<file path="src/rtl/assert_macros.svh">
// Assertion macros for the RTL, used by mccd_core.
`ifndef ASSERT_MACROS_SVH
`define ASSERT_MACROS_SVH

// Antecedent and consequent hold in the same cycle.
`define ASSERT_IMPLIES(label, clk, rst_n, ante, cons) \
	label: assert property (@(posedge clk) disable iff (!rst_n) (ante) |-> (cons)) \
		else $error("assertion failed: same-cycle implication");

// Consequent holds in the cycle after the antecedent.
`define ASSERT_NEXT(label, clk, rst_n, ante, cons) \
	label: assert property (@(posedge clk) disable iff (!rst_n) (ante) |=> (cons)) \
		else $error("assertion failed: next-cycle implication");

`endif

</file>
<file path="src/rtl/mccd_pkg.sv">
// Shared constants and types for the minimum coin change block.
package mccd_pkg;

	localparam int MAX_AMOUNT = 1023;
	localparam int MAX_COINS  = 7;

	localparam int AMT_W   = 10;
	localparam int COIN_W  = 10;
	localparam int COUNT_W = 10;
	localparam int NUM_W   = 3;
	localparam int ENTRY_W = COUNT_W + 1;
	localparam int VALID_POS = COUNT_W;

	localparam int TBL_DEPTH = MAX_AMOUNT + 1;
	localparam int TBL_AW    = (TBL_DEPTH > 1) ? $clog2(TBL_DEPTH) : 1;

	localparam int NUM_COIN_REGS = 7;
	localparam int COIN_IDX_W = (MAX_COINS > 1) ? $clog2(MAX_COINS) : 1;
	localparam int COIN_CNT_W = COIN_IDX_W + 1;

	localparam int NUM_REGS  = 8;
	localparam int REG_IDX_W = 3;
	localparam int PADDR_W   = REG_IDX_W + 2;
	localparam int PDATA_W   = 32;

	localparam logic [REG_IDX_W-1:0] REG_NUM_COINS = 3'd0;
	localparam logic [REG_IDX_W-1:0] REG_COIN_A    = 3'd1;

	typedef struct packed {
		logic [NUM_W-1:0]                       used;
		logic [NUM_COIN_REGS-1:0][COIN_W-1:0]   coins;
	} cfg_t;

	typedef struct packed {
		logic                 we;
		logic [TBL_AW-1:0]    waddr;
		logic [ENTRY_W-1:0]   wdata;
		logic [TBL_AW-1:0]    raddr;
	} tbl_req_t;

endpackage

</file>
<file path="src/rtl/mccd_core.sv">
// Sequencer and shared compare unit that rebuild the table for one query.
`include "assert_macros.svh"

module mccd_core (
	input  logic                           clk,
	input  logic                           arst_n,
	input  mccd_pkg::cfg_t                 cfg,
	input  logic                           in_valid,
	output logic                           in_ready,
	input  logic [mccd_pkg::AMT_W-1:0]     target_amount,
	output logic                           out_valid,
	input  logic                           out_ready,
	output logic [mccd_pkg::COUNT_W-1:0]   min_count,
	output logic                           reachable,
	output mccd_pkg::tbl_req_t             tbl_req,
	input  logic [mccd_pkg::ENTRY_W-1:0]   tbl_rdata
);

	localparam logic [2:0] ST_IDLE = 3'd0;
	localparam logic [2:0] ST_INIT = 3'd1;
	localparam logic [2:0] ST_SCAN = 3'd2;
	localparam logic [2:0] ST_LAST = 3'd3;
	localparam logic [2:0] ST_DONE = 3'd4;

	logic [2:0]                         state_q;
	logic [mccd_pkg::AMT_W-1:0]         tgt_q;
	logic [mccd_pkg::AMT_W-1:0]         idx_q;
	logic [mccd_pkg::COIN_IDX_W-1:0]    j_q;
	logic                               pend_s1;
	logic                               found_q;
	logic [mccd_pkg::COUNT_W-1:0]       best_q;
	logic [mccd_pkg::COUNT_W-1:0]       res_count_q;
	logic                               res_reach_q;
	logic                               out_valid_q;
	logic [mccd_pkg::COUNT_W-1:0]       min_count_q;
	logic                               reachable_q;

	logic [mccd_pkg::COIN_W-1:0]        coin;
	logic                               coin_active;
	logic                               issue_ok;
	logic                               last_coin;
	logic [mccd_pkg::AMT_W-1:0]         back_idx;
	logic [mccd_pkg::COUNT_W-1:0]       rd_cnt;
	logic                               rd_ok;
	logic [mccd_pkg::COUNT_W-1:0]       cand;
	logic                               take;
	logic                               m_found;
	logic [mccd_pkg::COUNT_W-1:0]       m_best;
	logic                               load_out;

	// Address side of the shared unit: one coin per cycle while scanning.
	assign coin        = cfg.coins[j_q];
	assign coin_active = mccd_pkg::COIN_CNT_W'(j_q) < mccd_pkg::COIN_CNT_W'(cfg.used);
	assign issue_ok    = (state_q == ST_SCAN) && coin_active && (coin != '0)
	                     && (mccd_pkg::AMT_W'(coin) <= idx_q);
	assign back_idx    = idx_q - mccd_pkg::AMT_W'(coin);
	assign last_coin   = (mccd_pkg::COIN_CNT_W'(j_q) + mccd_pkg::COIN_CNT_W'(1)
	                      >= mccd_pkg::COIN_CNT_W'(cfg.used))
	                     || (j_q == mccd_pkg::COIN_IDX_W'(mccd_pkg::MAX_COINS - 1));

	// Compare side: folds the entry read in the previous cycle into the running best.
	assign rd_cnt  = tbl_rdata[mccd_pkg::COUNT_W-1:0];
	assign rd_ok   = pend_s1 && tbl_rdata[mccd_pkg::VALID_POS];
	assign cand    = (&rd_cnt) ? rd_cnt : rd_cnt + mccd_pkg::COUNT_W'(1);
	assign take    = rd_ok && (!found_q || (cand < best_q));
	assign m_found = found_q || rd_ok;
	assign m_best  = take ? cand : best_q;

	always_comb begin
		tbl_req.raddr = mccd_pkg::TBL_AW'(back_idx);
		tbl_req.we    = 1'b0;
		tbl_req.waddr = '0;
		tbl_req.wdata = '0;
		case (state_q)
			ST_INIT: begin
				tbl_req.we    = 1'b1;
				tbl_req.wdata = mccd_pkg::ENTRY_W'(1) << mccd_pkg::VALID_POS;
			end
			ST_LAST: begin
				tbl_req.we    = 1'b1;
				tbl_req.waddr = mccd_pkg::TBL_AW'(idx_q);
				tbl_req.wdata = m_found ? {1'b1, m_best} : '0;
			end
			default: begin
				tbl_req.we = 1'b0;
			end
		endcase
	end

	assign load_out  = (state_q == ST_DONE) && (!out_valid_q || out_ready);
	assign in_ready  = (state_q == ST_IDLE);
	assign out_valid = out_valid_q;
	assign min_count = min_count_q;
	assign reachable = reachable_q;

	always_ff @(posedge clk or negedge arst_n) begin
		if (!arst_n) begin
			state_q     <= ST_IDLE;
			pend_s1     <= 1'b0;
			found_q     <= 1'b0;
			out_valid_q <= 1'b0;
		end else begin
			pend_s1 <= issue_ok;
			if (load_out) begin
				out_valid_q <= 1'b1;
			end else if (out_ready) begin
				out_valid_q <= 1'b0;
			end
			case (state_q)
				ST_IDLE: begin
					if (in_valid) begin
						if (int'(target_amount) > mccd_pkg::MAX_AMOUNT) begin
							state_q <= ST_DONE;
						end else begin
							state_q <= ST_INIT;
						end
					end
				end
				ST_INIT: begin
					found_q <= 1'b0;
					if (tgt_q == '0) begin
						state_q <= ST_DONE;
					end else begin
						state_q <= ST_SCAN;
					end
				end
				ST_SCAN: begin
					found_q <= m_found;
					if (last_coin) begin
						state_q <= ST_LAST;
					end
				end
				ST_LAST: begin
					found_q <= 1'b0;
					if (idx_q == tgt_q) begin
						state_q <= ST_DONE;
					end else begin
						state_q <= ST_SCAN;
					end
				end
				ST_DONE: begin
					if (load_out) begin
						state_q <= ST_IDLE;
					end
				end
				default: begin
					state_q <= ST_IDLE;
				end
			endcase
		end
	end

	always_ff @(posedge clk) begin
		if (load_out) begin
			min_count_q <= res_count_q;
			reachable_q <= res_reach_q;
		end
		case (state_q)
			ST_IDLE: begin
				tgt_q       <= target_amount;
				res_count_q <= '0;
				res_reach_q <= 1'b0;
			end
			ST_INIT: begin
				idx_q       <= mccd_pkg::AMT_W'(1);
				j_q         <= '0;
				res_count_q <= '0;
				res_reach_q <= 1'b1;
			end
			ST_SCAN: begin
				best_q <= m_best;
				j_q    <= j_q + mccd_pkg::COIN_IDX_W'(1);
			end
			ST_LAST: begin
				idx_q       <= idx_q + mccd_pkg::AMT_W'(1);
				j_q         <= '0;
				res_count_q <= m_found ? m_best : '0;
				res_reach_q <= m_found;
			end
			default: begin
				j_q <= j_q;
			end
		endcase
	end

	`ASSERT_NEXT(a_accept_starts, clk, arst_n, in_valid && in_ready, state_q == ST_INIT || state_q == ST_DONE)
	`ASSERT_IMPLIES(a_scan_in_range, clk, arst_n, state_q == ST_SCAN, idx_q <= tgt_q && idx_q != '0)
	`ASSERT_IMPLIES(a_read_in_loop, clk, arst_n, pend_s1, state_q == ST_SCAN || state_q == ST_LAST)
	`ASSERT_NEXT(a_unreach_zero, clk, arst_n, load_out, out_valid_q && (reachable_q || min_count_q == '0))

endmodule

</file>
<file path="config.mk">
export PLATFORM = sky130hd
export DESIGN_NAME = mccd_core
export DESIGN_NICKNAME = d
export VERILOG_FILES = /design/src/rtl/mccd_pkg.sv /design/src/rtl/mccd_core.sv
export VERILOG_INCLUDE_DIRS = /design/src /design/src/rtl
export SDC_FILE = /design/constraint.sdc
export NUM_CORES = 1
export LEC_CHECK = 0
export ABC_AREA = 1
export BUFFER_PORTS_ARGS = -buffer_cell sky130_fd_sc_hd__buf_2
export CAP_MARGIN = 5
export CORE_MARGIN = 2
export CORE_UTILIZATION = 35
export DETAILED_ROUTE_END_ITERATION = 16
export SYNTH_ARGS = -nofsm -noshare
export SYNTH_HDL_FRONTEND = slang
export SYNTH_SLANG_ARGS = --single-unit
</file>
<file path="constraint.sdc">
create_clock -name clk -period 8.3 [get_ports clk]
set_input_delay 1.66 -clock clk [delete_from_list [all_inputs] [get_ports clk]]
set_output_delay 1.66 -clock clk [all_outputs]
set_load 0.05 [all_outputs]
</file>
==> metrics.log <==
[metrics] Achievable Freq: 164 MHz
[metrics] count of distinct cell types in the synthesized netlist: 43
[metrics] total count of hold-check failures in the final report: 0
[metrics] Mapped Nets: 702
[metrics] prevailing post-synth register cell: sky130_fd_sc_hd__edfxtp_1
[metrics] post-synthesis instance area: 4520 um2
[metrics] CP required: 6.64 ns
[metrics] part of the cycle the worst path needs: 73.7%
[metrics] cells along the critical path: buf_2 > ha_1 > nand2_1 > nor2_4 > nand3_4 > nand2_1 > nor2_1 > xor2_1 > inv_1 > ha_1 > nand2_1 > inv_1 > o21ai_0 > nand2_1 > nor2_1 > nand2_2 > nand2_4 > nand2_4 > nand2_2 > nand2_2 > nor2_1 > buf_2
[metrics] most prevalent standard cell on the critical path: sky130_fd_sc_hd__nand2_1
[metrics] placeable core area: 12600 um2
[metrics] pin count of the biggest net entering global routing: 26
[metrics] quantity of hold-fixing buffers added after cts: 0
[metrics] Synth Area in Simple Gates: 26.8%
[metrics] routed len/inst: 13.6 um
[metrics] DR pass1 iterations: 4
[metrics] total of cells resized after clock tree synthesis: 0
[metrics] setup tns final: 0 ns
[metrics] # rows: 41
[metrics] overall fraction of global-route tracks in use: 17.5%
[metrics] main combinational cell family by area after synthesis: simple AND/OR/NAND/NOR gates
[metrics] initial cell density of the core: 35.8%
[metrics] end point of the most critical hold path: min_count[1]
[metrics] overall via count from detail_route: 4358
[metrics] PortBufs: 142
[metrics] element type at the critical path start: primary input
[metrics] synthesized-area fraction occupied by ao, oa, aoi and oai cells: 12.6%
[metrics] worst hold path class: flop to flop
[metrics] Slew HR: 33.0%
[metrics] worst-skew pair later-pin latency: 0.32 ns
[metrics] transition time at the pin with the least slew margin: 1.01 ns
[metrics] synthesized area per cell: 7.88 um2
[metrics] CP Max Fanout: 11
[metrics] number of setup buffers added after CTS: 0
[metrics] clk buf depth: 2
[metrics] biggest cell delay along the critical path: 0.29 ns
[metrics] RR Startpoint: j_q[0]
[metrics] post-synth top area cell: sky130_fd_sc_hd__edfxtp_1
[metrics] Final Net Count: 841
[metrics] clock period minus worst slack: 6.11 ns
[metrics] count of routing violations after the opening detailed-route iteration: 273
[metrics] most common cell in the synthesized netlist: sky130_fd_sc_hd__inv_1
[metrics] reg2reg setup slack: 4.69 ns
[metrics] instance count along the most critical hold path: 0
[metrics] H-Tree Depth: 3
[metrics] CP Buf/Inv Count: 4
[metrics] clock tree from TritonCTS: done
[metrics] filler-free cell count of the finished design: 890
[metrics] post-place instance area: 5390 um2
[metrics] kind of cell adding the most delay to the critical path: simple AND/OR/NAND/NOR gates
[metrics] worst-case setup margin in the final layout: 2.19 ns
[metrics] share of Yosys cell area claimed by the top area cell type: 36.5%
[metrics] Die Span Y: 118 um
[metrics] setup repair after global routing missed its margin: false
[metrics] Setup crit end kind: primary output
[metrics] share of flip-flops with an asynchronous set or reset: 9.84%
[metrics] path depth of the worst reg2reg path: 15
[metrics] Worst Skew: 0.00727 ns
[metrics] Commonest cells post-synth: 95 x sky130_fd_sc_hd__inv_1, 87 x sky130_fd_sc_hd__nor2_1, 86 x sky130_fd_sc_hd__nand2_1
[metrics] antenna diode count: 0
[metrics] root buffer cell: sky130_fd_sc_hd__clkbuf_16
[metrics] vias in the first global route: 4250
[metrics] result of the run: completed
[metrics] TritonCTS sink count: 61
[metrics] Critical Path AT: 4.45 ns
[metrics] Finished Cell Area: 5730 um2
[metrics] Detailed Route WL: 12.1 mm
[metrics] maximum capacitance violations: 0
[metrics] final count of pins violating max slew: 0
[metrics] Crit-path slowest cell: sky130_fd_sc_hd__ha_1
[metrics] global-route wire length before repair: 19.8 mm
[metrics] Post-Place Cells: 874
[metrics] layout cells sized above 1: 28.3%
[metrics] launch point of the worst hold path: res_count_q[1]
[metrics] number of enable-type register cells in the synthesized netlist: 55
[metrics] I/O pin count: 143
[metrics] Layout Area Growth over Synthesis: 26.8%
[metrics] setup violation total in the final timing report: 0
[metrics] leading post-synthesis cells by cell area: sky130_fd_sc_hd__edfxtp_1 37%, sky130_fd_sc_hd__ha_1 8.0%, sky130_fd_sc_hd__inv_1 7.9%, sky130_fd_sc_hd__nor2_1 7.2%, sky130_fd_sc_hd__nand2_1 7.1%
[metrics] DP Wirelength: 9.86 mm
[metrics] Cells after Synth: 574
[metrics] # DRC: 0
[metrics] Via-to-Cell Ratio: 4.90
[metrics] #FFs+latches synth: 61
[metrics] x dimension of the die: 118 um
[metrics] number of buffers created by CTS: 9
[metrics] setup slack after placement: 2.21 ns
[metrics] Worst R2R End: pend_s1
[metrics] xor/xnor share of the synthesized area: 2.52%
[metrics] initial antenna violation count: 0
[metrics] leftover overflow at the end of global routing: 0
[metrics] ANT nets after route: 0
[metrics] clock-pin transition on the worst setup and hold timing paths: 0.05 ns
[metrics] path type of the worst setup path: primary input to primary output
[metrics] gp weighted congestion: 0.822
[metrics] post-synthesis mux area share: 0%
[metrics] synthesis warning total: 0
[metrics] post-synthesis sequential area ratio: 39.8%
[metrics] area share of fa/ha/maj cells after synthesis: 8.46%
[metrics] die footprint: 13800 um2
[worst max path at each step]
stage	end	start	slack, ns	depth (start not counted)
final	tbl_req[13]	tbl_rdata[0]	2.19	22
after detailed placement	tbl_req[13]	tbl_rdata[0]	2.21	22
after global placement	tbl_req[18]	tbl_rdata[0]	2.28	22
after CTS	tbl_req[13]	tbl_rdata[0]	2.18	22
after global routing	tbl_req[9]	j_q[0]	1.83	19
after floorplan	tbl_req[10]	tbl_rdata[0]	2.39	20
[routing by layer]
layer  track usage (%)  share of wire [%]
met3              3.68                4.2
met4              6.10                2.6
met1              22.1                 44
met5                 0                  0
met2              29.5                 49
[final cells by class]
class | count | area, um2
multi-input cells | 401 | 2290
clock inverters | 7 | 123
clock buffers | 9 | 225
fillers | 1277 | 6890
inverters | 97 | 364
well taps | 172 | 215
flip-flops and latches | 61 | 1800
repair buffers | 143 | 718
[registers in the layout, indices dropped and copies added, names as in the netlist, 3 cells and up]
register	count
state_q	3
best_q	10
idx_q	10
tgt_q	10
j_q	3
min_count	10
res_count_q	10
[cells by family after synthesis]
group / after synthesis
and+or+nand+nor: 256
buffers and inverters: 112
AOI/OAI and AO/OA: 102
DFF: 61
adders and majority gates: 30
xor gates and xnor gates: 13
[cells in the final DEF (no fill, tap or decap), types with 2 or more instances in the layout]
cell / count
sky130_fd_sc_hd__buf_2: 142
sky130_fd_sc_hd__inv_1: 95
sky130_fd_sc_hd__nor2_1: 87
sky130_fd_sc_hd__nand2_1: 86
sky130_fd_sc_hd__edfxtp_1: 55
sky130_fd_sc_hd__o21ai_0: 53
sky130_fd_sc_hd__ha_1: 29
sky130_fd_sc_hd__nand2_2: 24
sky130_fd_sc_hd__a21oi_1: 24
sky130_fd_sc_hd__nand3_1: 16
sky130_fd_sc_hd__xor2_1: 10
sky130_fd_sc_hd__nand3_2: 10
sky130_fd_sc_hd__nor3_1: 9
sky130_fd_sc_hd__clkbuf_16: 9
sky130_fd_sc_hd__nand4_1: 8
sky130_fd_sc_hd__dfrtp_1: 6
sky130_fd_sc_hd__a22oi_1: 5
sky130_fd_sc_hd__nor4_1: 4
sky130_fd_sc_hd__o2111ai_1: 3
sky130_fd_sc_hd__o21ai_1: 3
sky130_fd_sc_hd__o211ai_1: 3
sky130_fd_sc_hd__xnor2_1: 3
sky130_fd_sc_hd__bufinv_16: 3
sky130_fd_sc_hd__nor2_4: 2
sky130_fd_sc_hd__inv_2: 2
sky130_fd_sc_hd__nor3_2: 2
sky130_fd_sc_hd__nand2_4: 2
sky130_fd_sc_hd__a21o_1: 2
sky130_fd_sc_hd__a31oi_1: 2
sky130_fd_sc_hd__clkinvlp_4: 2
[through the flow]
| stage | util (%) | hold slack, ns |
|---|---|---|
| after floorplan | - | 0.400 |
| after global placement | 42.7 | 0.401 |
| after detailed placement | 42.7 | 0.405 |
| after CTS | 45.4 | 0.417 |
| after global routing | 45.4 | 0.426 |
| final | 45.4 | 0.416 |
Power is left out: the tool's default activity adds up to more than one toggle a clock period on the data nets, which glitch-free logic cannot reach.
