<file path="src/rtl/assert_macros.svh">
// Assertion macros for the RTL, used by mccd_core.
`ifndef ASSERT_MACROS_SVH
`define ASSERT_MACROS_SVH

// Antecedent and consequent hold in the same cycle.
`define ASSERT_IMPLIES(label, clk, rst_n, ante, cons) \
	label: assert property (@(posedge clk) disable iff (!rst_n) (ante) |-> (cons)) \
		else $error("assertion failed: same-cycle implication");

// Consequent holds in the cycle after the antecedent.
`define ASSERT_NEXT(label, clk, rst_n, ante, cons) \
	label: assert property (@(posedge clk) disable iff (!rst_n) (ante) |=> (cons)) \
		else $error("assertion failed: next-cycle implication");

`endif

</file>
<file path="src/rtl/mccd_pkg.sv">
// Shared constants and types for the minimum coin change block.
package mccd_pkg;

	localparam int MAX_AMOUNT = 1023;
	localparam int MAX_COINS  = 7;

	localparam int AMT_W   = 10;
	localparam int COIN_W  = 10;
	localparam int COUNT_W = 10;
	localparam int NUM_W   = 3;
	localparam int ENTRY_W = COUNT_W + 1;
	localparam int VALID_POS = COUNT_W;

	localparam int TBL_DEPTH = MAX_AMOUNT + 1;
	localparam int TBL_AW    = (TBL_DEPTH > 1) ? $clog2(TBL_DEPTH) : 1;

	localparam int NUM_COIN_REGS = 7;
	localparam int COIN_IDX_W = (MAX_COINS > 1) ? $clog2(MAX_COINS) : 1;
	localparam int COIN_CNT_W = COIN_IDX_W + 1;

	localparam int NUM_REGS  = 8;
	localparam int REG_IDX_W = 3;
	localparam int PADDR_W   = REG_IDX_W + 2;
	localparam int PDATA_W   = 32;

	localparam logic [REG_IDX_W-1:0] REG_NUM_COINS = 3'd0;
	localparam logic [REG_IDX_W-1:0] REG_COIN_A    = 3'd1;

	typedef struct packed {
		logic [NUM_W-1:0]                       used;
		logic [NUM_COIN_REGS-1:0][COIN_W-1:0]   coins;
	} cfg_t;

	typedef struct packed {
		logic                 we;
		logic [TBL_AW-1:0]    waddr;
		logic [ENTRY_W-1:0]   wdata;
		logic [TBL_AW-1:0]    raddr;
	} tbl_req_t;

endpackage

</file>
<file path="src/rtl/mccd_regs.sv">
// APB configuration registers: coin count and seven denominations.
module mccd_regs (
	input  logic                          clk,
	input  logic                          arst_n,
	input  logic                          psel,
	input  logic                          penable,
	input  logic                          pwrite,
	input  logic [mccd_pkg::PADDR_W-1:0]  paddr,
	input  logic [mccd_pkg::PDATA_W-1:0]  pwdata,
	output logic [mccd_pkg::PDATA_W-1:0]  prdata,
	output logic                          pready,
	output mccd_pkg::cfg_t                cfg
);

	logic [mccd_pkg::NUM_W-1:0]                                 num_q;
	logic [mccd_pkg::NUM_COIN_REGS-1:0][mccd_pkg::COIN_W-1:0]   coin_q;
	logic [mccd_pkg::REG_IDX_W-1:0]                             reg_idx;
	logic [mccd_pkg::REG_IDX_W-1:0]                             coin_sel;
	logic                                                       wr_en;

	assign reg_idx  = paddr[mccd_pkg::PADDR_W-1:2];
	assign coin_sel = reg_idx - mccd_pkg::REG_COIN_A;
	assign wr_en    = psel && penable && pwrite;
	assign pready   = 1'b1;

	always_ff @(posedge clk or negedge arst_n) begin
		if (!arst_n) begin
			num_q     <= '0;
			coin_q    <= '0;
			coin_q[0] <= mccd_pkg::COIN_W'(1);
		end else if (wr_en) begin
			case (reg_idx)
				mccd_pkg::REG_NUM_COINS: begin
					num_q <= pwdata[mccd_pkg::NUM_W-1:0];
				end
				default: begin
					coin_q[coin_sel] <= pwdata[mccd_pkg::COIN_W-1:0];
				end
			endcase
		end
	end

	always_comb begin
		case (reg_idx)
			mccd_pkg::REG_NUM_COINS: begin
				prdata = mccd_pkg::PDATA_W'(num_q);
			end
			default: begin
				prdata = mccd_pkg::PDATA_W'(coin_q[coin_sel]);
			end
		endcase
	end

	// Counts above the build-time coin limit are clamped here once.
	always_comb begin
		cfg.coins = coin_q;
		if (int'(num_q) > mccd_pkg::MAX_COINS) begin
			cfg.used = mccd_pkg::NUM_W'(mccd_pkg::MAX_COINS);
		end else begin
			cfg.used = num_q;
		end
	end

endmodule

</file>
<file path="config.mk">
export PLATFORM = sky130hd
export DESIGN_NAME = mccd_regs
export DESIGN_NICKNAME = d
export VERILOG_FILES = /design/src/rtl/assert_macros.svh /design/src/rtl/mccd_pkg.sv /design/src/rtl/mccd_regs.sv
export SDC_FILE = /design/constraint.sdc
export NUM_CORES = 1
export LEC_CHECK = 0
export ABC_AREA = 1
export BUFFER_PORTS_ARGS = -buffer_cell sky130_fd_sc_hd__clkbuf_2
export CORE_MARGIN = 2
export CORE_UTILIZATION = 50
export CTS_CLUSTER_DIAMETER = 50
export DETAILED_ROUTE_END_ITERATION = 16
export PLACE_DENSITY = 0.8
export SYNTH_ARGS = -nofsm -noshare
export SYNTH_HDL_FRONTEND = slang
export SYNTH_SLANG_ARGS = --single-unit
</file>
<file path="constraint.sdc">
create_clock -name clk -period 1.95 [get_ports clk]
set_input_delay 0.195 -clock clk [delete_from_list [all_inputs] [get_ports clk]]
set_output_delay 0.195 -clock clk [all_outputs]
set_load 0.02 [all_outputs]
</file>
==> reports/qor.csv, run 1 <==
stage;metric;value;unit
worst_setup_path;r2r-start;cfg[0]$_DFFE_PN1P_;
clocking;cts.sinks;73;
clocking;cts.reportedPaths.clkPinSlew;0.08;ns
detailed_routing;drc;0;
worst_setup_path;worstSetupEndpoint;prdata[3];
worst_setup_path;start_kind;input port;
timing;holdWs;0.188;ns
clocking;numCtsBuffers;9;
placed_design;portBuffers;100;
timing;rsz0062_at_grt;no;
global_routing;grt_max_degree;74;
global_routing;grt_pass1_vias;3487;
detailed_routing;viasPerCell;5.07;
global_routing;grtUsageTotal;0.259;
worst_setup_path;crit_chain;clkbuf_2, inv_2, ha_1, inv_2, buf_4, nand3_1, nand2_1, nand2_1, a21oi_2, clkbuf_2;
logic_synthesis;yosysMostFrequentCell;nand2_1;
worst_setup_path;worstSetupEndpointType;primary output;
clocking;cts_setup_buffers;0;
logic_synthesis;synthTopCellsByCount;nand2_1, dfrtp_1, inv_1, o21ai_0, nand3_1;
worst_setup_path;slowest_stage;ha_1;
hold_path;hold_class;input port to register;
outcome;outcome;complete, no violations;
logic_synthesis;synth-seq-area-share;0.441;
detailed_routing;vias;3788;
floorplan;core;8130;µm²
hold_path;hold_depth;3;
logic_synthesis;synth_edf_count;0;
timing;hold_violations;0;
logic_synthesis;synth.distinct_cells;23;
clocking;tritoncts;yes;
detailed_routing;dr.pass1.iters;5;
worst_setup_path;crit_start;paddr[2];
layout;antenna_cells;0;
floorplan;io_pins;148;
placed_design;gp_congestion;0.924;
clocking;clock_latency;0.35;ns
floorplan;die_y;95.0;µm
clocking;clockBufferDepth;2;
worst_setup_path;timing.rr.end;cfg[0]$_DFFE_PN1P_;
placed_design;dp_hpwl;7780;µm
worst_setup_path;rrSetupSlack;1.18;ns
floorplan;dieArea;9030;µm²
placed_design;dpl_worst_slack;0.132;ns
layout;fillers;742;
detailed_routing;drt_iter0_drc;258;
layout;regArea;1830;µm²
logic_synthesis;syn-mean-instance-area;7.56;µm²
worst_setup_path;reg2reg_depth;2;
worst_setup_path;arrival;1.61;ns
timing;fin_crit;1.81;ns
logic_synthesis;synth-seq-cells;73;
worst_setup_path;cpPeakStageDelay;0.34;ns
floorplan;die_width;95.0;µm
global_routing;grt_antenna_before_repair;0;
clocking;cts_max_level;3;
logic_synthesis;yosys.area.top_type;dfrtp_1;
power_and_ir_drop;p_leak;2.69;nW
layout;final_layout_size_suffix_gt1_frac;0.282;
power_and_ir_drop;power_per_cell_area;1220;nW/µm²
floorplan;initial_core_util;0.509;
timing;drv_slew;0;
logic_synthesis;netlist_area;4140;µm²
logic_synthesis;synth_top_area_frac;0.435;
layout;area_growth;19.1;%
logic_synthesis;synthCells;548;
timing;finalCritPeriodShare;0.926;
timing;finalSetupViolCount;0;
detailed_routing;ant_nets;0;
logic_synthesis;synth_warnings;0;
detailed_routing;wire_per_inst;14.8;µm
detailed_routing;wirelength;11100;µm
worst_setup_path;critical_path.max_fanout;11;
worst_setup_path;path_class;input port to primary output;
worst_setup_path;cp.required;1.75;ns
logic_synthesis;yosys-top-cells-area;dfrtp_1, nand2_1, o21ai_2;
power_and_ir_drop;vdd_drop_max;0.683;mV
global_routing;overflow;0;
global_routing;grt_first_pass_wirelength;17400;µm
floorplan;row_count;33;
layout;multiInputGateArea;1850;µm²
layout;nets;681;
logic_synthesis;ys.flop_type;dfrtp_1;
timing;setup_tns;0;ns
logic_synthesis;async_flop_share;1.00;
timing;skew;0;ns
timing;fmax;554;MHz
timing;layout_setup_ws;0.144;ns
clocking;cts-resized-gates;0;
run;cap_violations;0;
clocking;cts_root_buf;clkbuf_8;
-- layer usage --
| layer | share of wire | track usage | up-vias |
|---|---|---|---|
| met4 | 0.028 | 0.0978 | 0 |
| met2 | 0.50 | 0.437 | 171 |
| met1 | 0.40 | 0.328 | 1756 |
| met5 | 0 | 0 | - |
| li1 | - | - | 1834 |
| met3 | 0.073 | 0.0553 | 27 |
-- layout by cell type, fill, tap and decap left out, types with 2 or more instances in the layout --
cell type,instances
nand2_1,241
clkbuf_2,99
a21oi_2,7
nand2_4,2
inv_1,45
dfrtp_1,72
o21ai_0,42
o21ai_2,27
ha_1,2
nor2_4,8
nand2_2,4
bufinv_16,5
buf_12,5
conb_1,23
buf_4,6
clkbuf_8,9
nand3_1,30
inv_2,3
o21ai_1,4
-- worst min path at each step --
stage	to	slack, ns	startpoint
floorplan	cfg[10]$_DFFE_PN0P_	-0.10	arst_n
global placement	cfg[26]$_DFFE_PN0P_	0.25	arst_n
detailed placement	cfg[30]$_DFFE_PN0P_	0.26	arst_n
CTS	cfg[59]$_DFFE_PN0P_	0.18	pwdata[9]
global route	cfg[59]$_DFFE_PN0P_	0.18	pwdata[9]
finish	cfg[59]$_DFFE_PN0P_	0.19	pwdata[9]
-- report_power, final --
group	internal (mW)	switching (mW)	leakage, nW
clock	1.11	0.598	0.140
combinational	0.682	1.44	1.67
sequential	1.91	0.267	0.882
total	3.71	2.30	2.69
-- worst max-delay path: cells and delay by family --
family | cells | cell delay (ns)
adder cells (fa/ha/maj) | 1 | 0.34
AO/OA/AOI/OAI | 1 | 0.17
buffers and inverters | 5 | 0.65
AND/OR/NAND/NOR | 3 | 0.26
-- cell type report --
type	instances	area share
well taps	105	0.0266
clock buffers	9	0.0251
clock inverters	7	0.0337
flip-flops and latches	73	0.370
multi-input cells	393	0.375
repair buffers	112	0.133
inverters	48	0.0365
-- what timing repair did --
action                                  CTS  global route
hold buffers                              1             0
endpoints found under the setup margin    0             0
hold endpoints to repair                 72             0
-- metrics by stage --
stage | total power [mW] | instance area [µm²] | cells | util
final | 6.01 | 4940 | 747 | 0.607
after global routing | 6.34 | 4940 | 747 | 0.607
after CTS | 6.03 | 4940 | 747 | 0.607
after detailed placement | 4.34 | 4640 | 730 | 0.570
after global placement | 4.29 | 4640 | 730 | 0.570
after floorplan | 3.60 | 4250 | 569 | -
-- registers in the layout (all words and copies together) (netlist names) --
name,flops
cfg,70
num_q,3
-- cells by family after synthesis --
family	after synthesis	share of synthesized area
AO/OA/AOI/OAI	80	0.121
adder cells (fa/ha/maj)	2	0.00604
buffers and inverters	103	0.137
flip-flops	73	0.441
AND/OR/NAND/NOR	288	0.293
other	2	0.00181
Power figures use the tool's default switching activity.
==> run 2: changes to the inputs <==
CORE_ASPECT_RATIO = 1.4   (was unset)
clock period = 1.7 ns   (was 1.95 ns; I/O delays follow)
==> run 2 against run 1 <==
Compared with the run above: total power increased by 15%; non-clock buffer count is 8 higher; final cell count rose by 0.67%.
==> reports/qor.csv, run 2 (synthesized netlist as in run 1, its figures left out) <==
stage;metric;value;unit;change
global_routing;grtUsageTotal;0.274;;+0.0146
clocking;cts_max_level;3;;unchanged
worst_setup_path;path_class;register to primary output;;
timing;layout_setup_ws;0.0138;ns;-0.130 ns
worst_setup_path;crit_chain;inv_2, nand2_2, nand3_2, nand2_1, nand2_1, nand2_1, nand2_1, nand2_2, buf_8;;
run;cap_violations;0;;unchanged
worst_setup_path;start_kind;register;;
worst_setup_path;crit_top_cell;nand2_1;;
timing;finalSetupViolCount;0;;unchanged
clocking;clockBufferDepth;2;;unchanged
detailed_routing;drt_iter0_drc;212;;-18%
layout;utilization;0.635;;+0.0280
detailed_routing;wirelength;11800;µm;+6.4%
timing;fmax;593;MHz;
floorplan;io_pins;148;;unchanged
layout;largest_reg_flops;70;;unchanged
outcome;outcome;complete, no violations;;
floorplan;row_count;39;;+18%
worst_setup_path;critical_path.max_fanout;2;;-9
floorplan;core;8100;µm²;-0.42%
timing;drv_slew;0;;unchanged
floorplan;die_width;80.9;µm;-15%
detailed_routing;ant_nets;0;;unchanged
worst_setup_path;path_buf_inv;2;;-3
timing;hold_violations;0;;unchanged
placed_design;gp_congestion;0.966;;+4.5%
clocking;clock_latency;0.33;ns;-0.02 ns
clocking;cts_root_buf;clkbuf_16;;
global_routing;grt_first_pass_wirelength;18500;µm;+6.4%
detailed_routing;drc;0;;unchanged
detailed_routing;met3WireLength;705;µm;-13%
power_and_ir_drop;power_per_cell_area;1340;nW/µm²;+10%
hold_path;hold_class;input port to register;;
timing;skew;0;ns;unchanged
layout;nets;689;;+1.2%
detailed_routing;highest_layer;met4;;
layout;antenna_cells;0;;unchanged
placed_design;portBuffers;100;;unchanged
layout;final_common_cell;nand2_1;;
placed_design;dpl_worst_slack;-0.0311;ns;-0.163 ns
detailed_routing;wire_per_inst;15.7;µm;+5.7%
detailed_routing;dr.pass1.iters;5;;unchanged
placed_design;dpl_cell_area;4750;µm²;+2.4%
layout;post-route-cell-area;5140;µm²;+4.2%
clocking;cts.sinks;73;;unchanged
layout;final_cell_mix;nand2_1, clkbuf_2, dfrtp_1;;
global_routing;grt_pass1_vias;3661;;+5.0%
detailed_routing;met2WireLength;6250;µm;+12%
placed_design;dp_hpwl;8390;µm;+7.8%
global_routing;overflow;0;;unchanged
worst_setup_path;arrival;1.52;ns;-0.09 ns
clocking;tritoncts;yes;;
worst_setup_path;worstSetupEndpointType;primary output;;
worst_setup_path;cp.required;1.53;ns;-0.22 ns
worst_setup_path;path_delay_family;flip-flops;;
clocking;numCtsBuffers;9;;unchanged
detailed_routing;viasPerCell;5.23;;+3.2%
timing;finalCritPeriodShare;0.992;;
detailed_routing;wl_met1;4220;µm;-4.1%
worst_setup_path;slowest_stage;dfstp_2;;
floorplan;die_y;112;µm;+18%
detailed_routing;vias;3935;;+3.9%
worst_setup_path;cpPeakStageDelay;0.54;ns;+0.20 ns
power_and_ir_drop;vdd_drop_max;0.722;mV;+5.8%
global_routing;grt_max_degree;74;;unchanged
layout;area_growth;24.1;%;
global_routing;grt_antenna_before_repair;0;;unchanged
floorplan;initial_core_util;0.512;;+0.00212
layout;stdcell_count;752;;+0.67%
timing;rsz0062_at_grt;yes;;
floorplan;dieArea;9040;µm²;+0.11%
clocking;cts.reportedPaths.clkPinSlew;0.06;ns;-0.02 ns
power_and_ir_drop;p_leak;2.76;nW;+2.5%
timing;fin_crit;1.69;ns;
layout;final_layout_size_suffix_gt1_frac;0.306;;+0.0242
timing;setup_tns;0;ns;unchanged
placed_design;dp_cells;731;;+0.14%
-- run 2: path summary, 6_finish.rpt --
kind / from / endpoint / slack, ns / depth (start not counted)
worst min register to register: cfg[44]$_DFFE_PN0P_ / cfg[44]$_DFFE_PN0P_ / 0.53 / 2
worst max-delay path: cfg[0]$_DFFE_PN1P_ / prdata[0] / 0.01 / 9
worst max register to register: cfg[0]$_DFFE_PN1P_ / cfg[0]$_DFFE_PN1P_ / 0.66 / 4
min in group asynchronous: arst_n / cfg[45]$_DFFE_PN0P_ / 0.39 / 3
max in group asynchronous: arst_n / cfg[0]$_DFFE_PN1P_ / 0.98 / 3
worst min-delay path: pwdata[8] / cfg[48]$_DFFE_PN0P_ / 0.20 / 3
-- run 2: timing repair --
action / in CTS / in global routing
pin swaps: 3 / 7
hold buffers: 1 / 0
gates cloned: 0 / 1
endpoints found under the setup margin: 1 / 9
setup buffers: 2 / 1
endpoints found under the hold margin: 72 / 0
gates resized for setup: 3 / 32
-- run 2: metal layers --
layer	track usage	up-vias
met3	0.0300	42
met1	0.332	1855
met5	0	-
met2	0.467	174
li1	-	1864
met4	0.147	0
-- run 2: worst min-delay path, stage by stage --
cell	delay, ns
clkbuf_2	0.17
nand2_1	0.10
nand2_1	0.05
-- run 2: final cells by class --
| class | count | area (µm²) |
|---|---|---|
| inverters | 48 | 185 |
| repair buffers | 120 | 781 |
| clock buffers | 11 | 253 |
| multi-input cells | 393 | 1940 |
| well taps | 102 | 128 |
| clock inverters | 5 | 30.0 |
| fillers | 724 | 2960 |
| flip-flops and latches | 73 | 1830 |
-- run 2: stage by stage --
| step | hold WS (ns) | power, mW |
|---|---|---|
| 2_1_floorplan | -0.126 | 4.18 |
| 4_1_cts | 0.198 | 6.86 |
| 6_report | 0.197 | 6.91 |
| 3_5_place_dp | 0.232 | 5.06 |
| 3_3_place_gp | 0.223 | 4.99 |
| 5_1_grt | 0.231 | 7.28 |
-- run 2: where the power goes --
part	total [mW]	switching [mW]	internal (mW)
Sequential	2.52	0.319	2.20
Combinational	2.62	1.72	0.899
Clock	1.77	0.713	1.06
Total	6.91	2.75	4.16
==> run 3: changes to the inputs <==
CORE_UTILIZATION = 54   (was 50)
PLACE_DENSITY = 0.86   (was 0.8)
clock period = 1.95 ns   (was 1.7 ns; I/O delays follow)
==> run 3 against run 2 <==
Compared with the run above: register-to-register slack better by 0.51 ns; utilization up 1.6 points; sequential power is 13% lower; critical path type unchanged; highest routed layer unchanged.
==> reports/qor.csv, run 3 (synthesized netlist as in run 1, its figures left out) <==
stage;metric;value;unit;change
clocking;cts.reportedPaths.clkPinSlew;0.07;ns;about the same
worst_setup_path;cp.required;1.75;ns;+0.22 ns
worst_setup_path;path_class;register to primary output;;
floorplan;die_width;78.0;µm;-3.6%
global_routing;grt_max_degree;74;;unchanged
timing;hold_violations;0;;unchanged
detailed_routing;vias;3821;;-2.9%
timing;fmax;559;MHz;
layout;final_common_cell;nand2_1;;
floorplan;die_y;108;µm;-3.6%
timing;fin_crit;1.79;ns;
power_and_ir_drop;pwr-share-comb;0.383;;+0.004
layout;final_cell_mix;nand2_1, clkbuf_2, dfrtp_1;;
timing;layout_setup_ws;0.160;ns;+0.146 ns
run;cap_violations;0;;unchanged
power_and_ir_drop;p_clk_frac;0.220;;-0.036
hold_path;hold_class;input port to register;;
placed_design;dp_hpwl;7910;µm;-5.7%
clocking;clock_latency;0.36;ns;+0.03 ns
placed_design;gp_congestion;0.951;;-1.6%
worst_setup_path;critical_path.max_fanout;2;;unchanged
floorplan;initial_core_util;0.559;;+0.0479
detailed_routing;wire_per_inst;15.0;µm;-4.4%
layout;fillers;659;;-9.0%
layout;regArea;1830;µm²;unchanged
detailed_routing;drc;0;;unchanged
worst_setup_path;crit_top_cell;nand2_1;;
detailed_routing;dr.pass1.iters;5;;unchanged
placed_design;dpl_worst_slack;0.143;ns;+0.174 ns
global_routing;grt_first_pass_wirelength;17300;µm;-6.8%
power_and_ir_drop;p_sw;2.25;mW;-18%
clocking;cts_root_buf;clkbuf_8;;
timing;rsz0062_at_grt;no;;
floorplan;io_pins;148;;unchanged
power_and_ir_drop;p_int;3.25;mW;-22%
timing;finalCritPeriodShare;0.918;;
global_routing;grtUsageTotal;0.273;;-0.000836
worst_setup_path;start_kind;register;;
clocking;clockBufferDepth;2;;unchanged
timing;setup_tns;0;ns;unchanged
power_and_ir_drop;power_per_cell_area;1140;nW/µm²;-15%
global_routing;overflow;0;;unchanged
worst_setup_path;slowest_stage;dfstp_2;;
timing;skew;0;ns;unchanged
worst_setup_path;arrival;1.60;ns;+0.08 ns
timing;drv_slew;0;;unchanged
clocking;tritoncts;yes;;
placed_design;portBuffers;100;;unchanged
timing;finalSetupViolCount;0;;unchanged
power_and_ir_drop;vdd_drop_max;0.711;mV;-1.6%
floorplan;core;7410;µm²;-8.6%
clocking;numCtsBuffers;9;;unchanged
outcome;outcome;complete, no violations;;
worst_setup_path;worstSetupEndpointType;primary output;;
clocking;cts_max_level;3;;unchanged
power_and_ir_drop;seqPwrFrac;0.397;;+0.032
layout;area_growth;16.4;%;
global_routing;grt_antenna_before_repair;0;;unchanged
layout;largest_reg_flops;70;;unchanged
layout;antenna_cells;0;;unchanged
layout;nets;681;;-1.2%
detailed_routing;wirelength;11100;µm;-6.1%
clocking;cts_setup_buffers;0;;-2
detailed_routing;drt_iter0_drc;374;;+76%
power_and_ir_drop;p_leak;2.65;nW;-3.9%
worst_setup_path;cpPeakStageDelay;0.53;ns;about the same
detailed_routing;viasPerCell;5.17;;-1.2%
layout;multiInputGateArea;1850;µm²;-4.5%
clocking;cts.sinks;73;;unchanged
worst_setup_path;crit_chain;inv_1, nand2_1, nand3_1, nand2_1, nand2_1, nand2_1, nand2_1, nand2_1, clkbuf_2;;
layout;final_layout_size_suffix_gt1_frac;0.279;;-0.0273
global_routing;grt_pass1_vias;3568;;-2.5%
floorplan;dieArea;8400;µm²;-7.1%
power_and_ir_drop;p_sw_frac;0.409;;+0.0106
floorplan;row_count;37;;-5.1%
timing;holdWs;0.189;ns;-0.00721 ns
detailed_routing;ant_nets;0;;unchanged
## run 3: cell count changes in the layout (fill, tap and decap cells not counted), sizes merged
cell | previous run | this run
clkinvlp | 2 | 0
buf | 30 | 12
bufinv | 0 | 1
clkinv | 3 | 2
clkbuf | 100 | 112
## run 3: timing repair
item	CTS	global route
hold buffers	1	0
hold endpoints to repair	72	0
endpoints found under the setup margin	0	0
gates resized for setup	0	0
## run 3: power groups by stage
stage | clock network, mW | logic, mW | registers (mW)
after detailed placement | 0 | 2.11 | 2.21
after CTS | 1.21 | 2.12 | 2.18
after floorplan | 0 | 0.942 | 2.66
final | 1.21 | 2.11 | 2.18
after global placement | 0 | 2.07 | 2.20
after global routing | 1.27 | 2.29 | 2.23
## run 3: critical path: cells and delay by family, from the launching register on
| kind | cells | cell delay (ns) |
|---|---|---|
| flip-flops | 1 | 0.53 |
| buffers and inverters | 2 | 0.23 |
| AND/OR/NAND/NOR | 7 | 0.49 |
## run 3: final timing paths
| path | cells past startpoint | slack, ns | endpoint | start |
|---|---|---|---|---|
| max | 9 | 0.16 | prdata[0] | cfg[0]$_DFFE_PN1P_ |
| min | 3 | 0.19 | cfg[55]$_DFFE_PN0P_ | pwdata[5] |
| max reg2reg | 2 | 1.17 | cfg[0]$_DFFE_PN1P_ | cfg[0]$_DFFE_PN1P_ |
| min reg2reg | 2 | 0.52 | cfg[0]$_DFFE_PN1P_ | cfg[0]$_DFFE_PN1P_ |
| max in group asynchronous | 3 | 1.22 | cfg[0]$_DFFE_PN1P_ | arst_n |
| min in group asynchronous | 3 | 0.39 | cfg[58]$_DFFE_PN0P_ | arst_n |
## run 3: layout make-up
class                   count  share of cell area
multi-input cells         393               0.384
flip-flops and latches     73               0.379
repair buffers            112               0.133
inverters                  48              0.0374
clock buffers              13              0.0329
well taps                  97              0.0252
clock inverters             3             0.00830
## run 3: per-stage QoR
step | utilization | cell area [µm²] | cells | power (mW)
detailed placement | 0.623 | 4610 | 722 | 4.32
global route | 0.651 | 4820 | 739 | 5.79
finish | 0.651 | 4820 | 739 | 5.49
floorplan | - | 4250 | 569 | 3.60
global placement | 0.623 | 4610 | 722 | 4.27
CTS | 0.651 | 4820 | 739 | 5.51
## run 3: layer usage
layer | part of all wire | vias to the layer above | global-route usage | wire [µm]
li1 | - | 1832 | - | -
met1 | 0.37 | 1771 | 0.326 | 4090
met2 | 0.51 | 183 | 0.460 | 5690
met3 | 0.076 | 35 | 0.0562 | 845
met4 | 0.042 | 0 | 0.147 | 462
met5 | 0 | - | 0 | 0
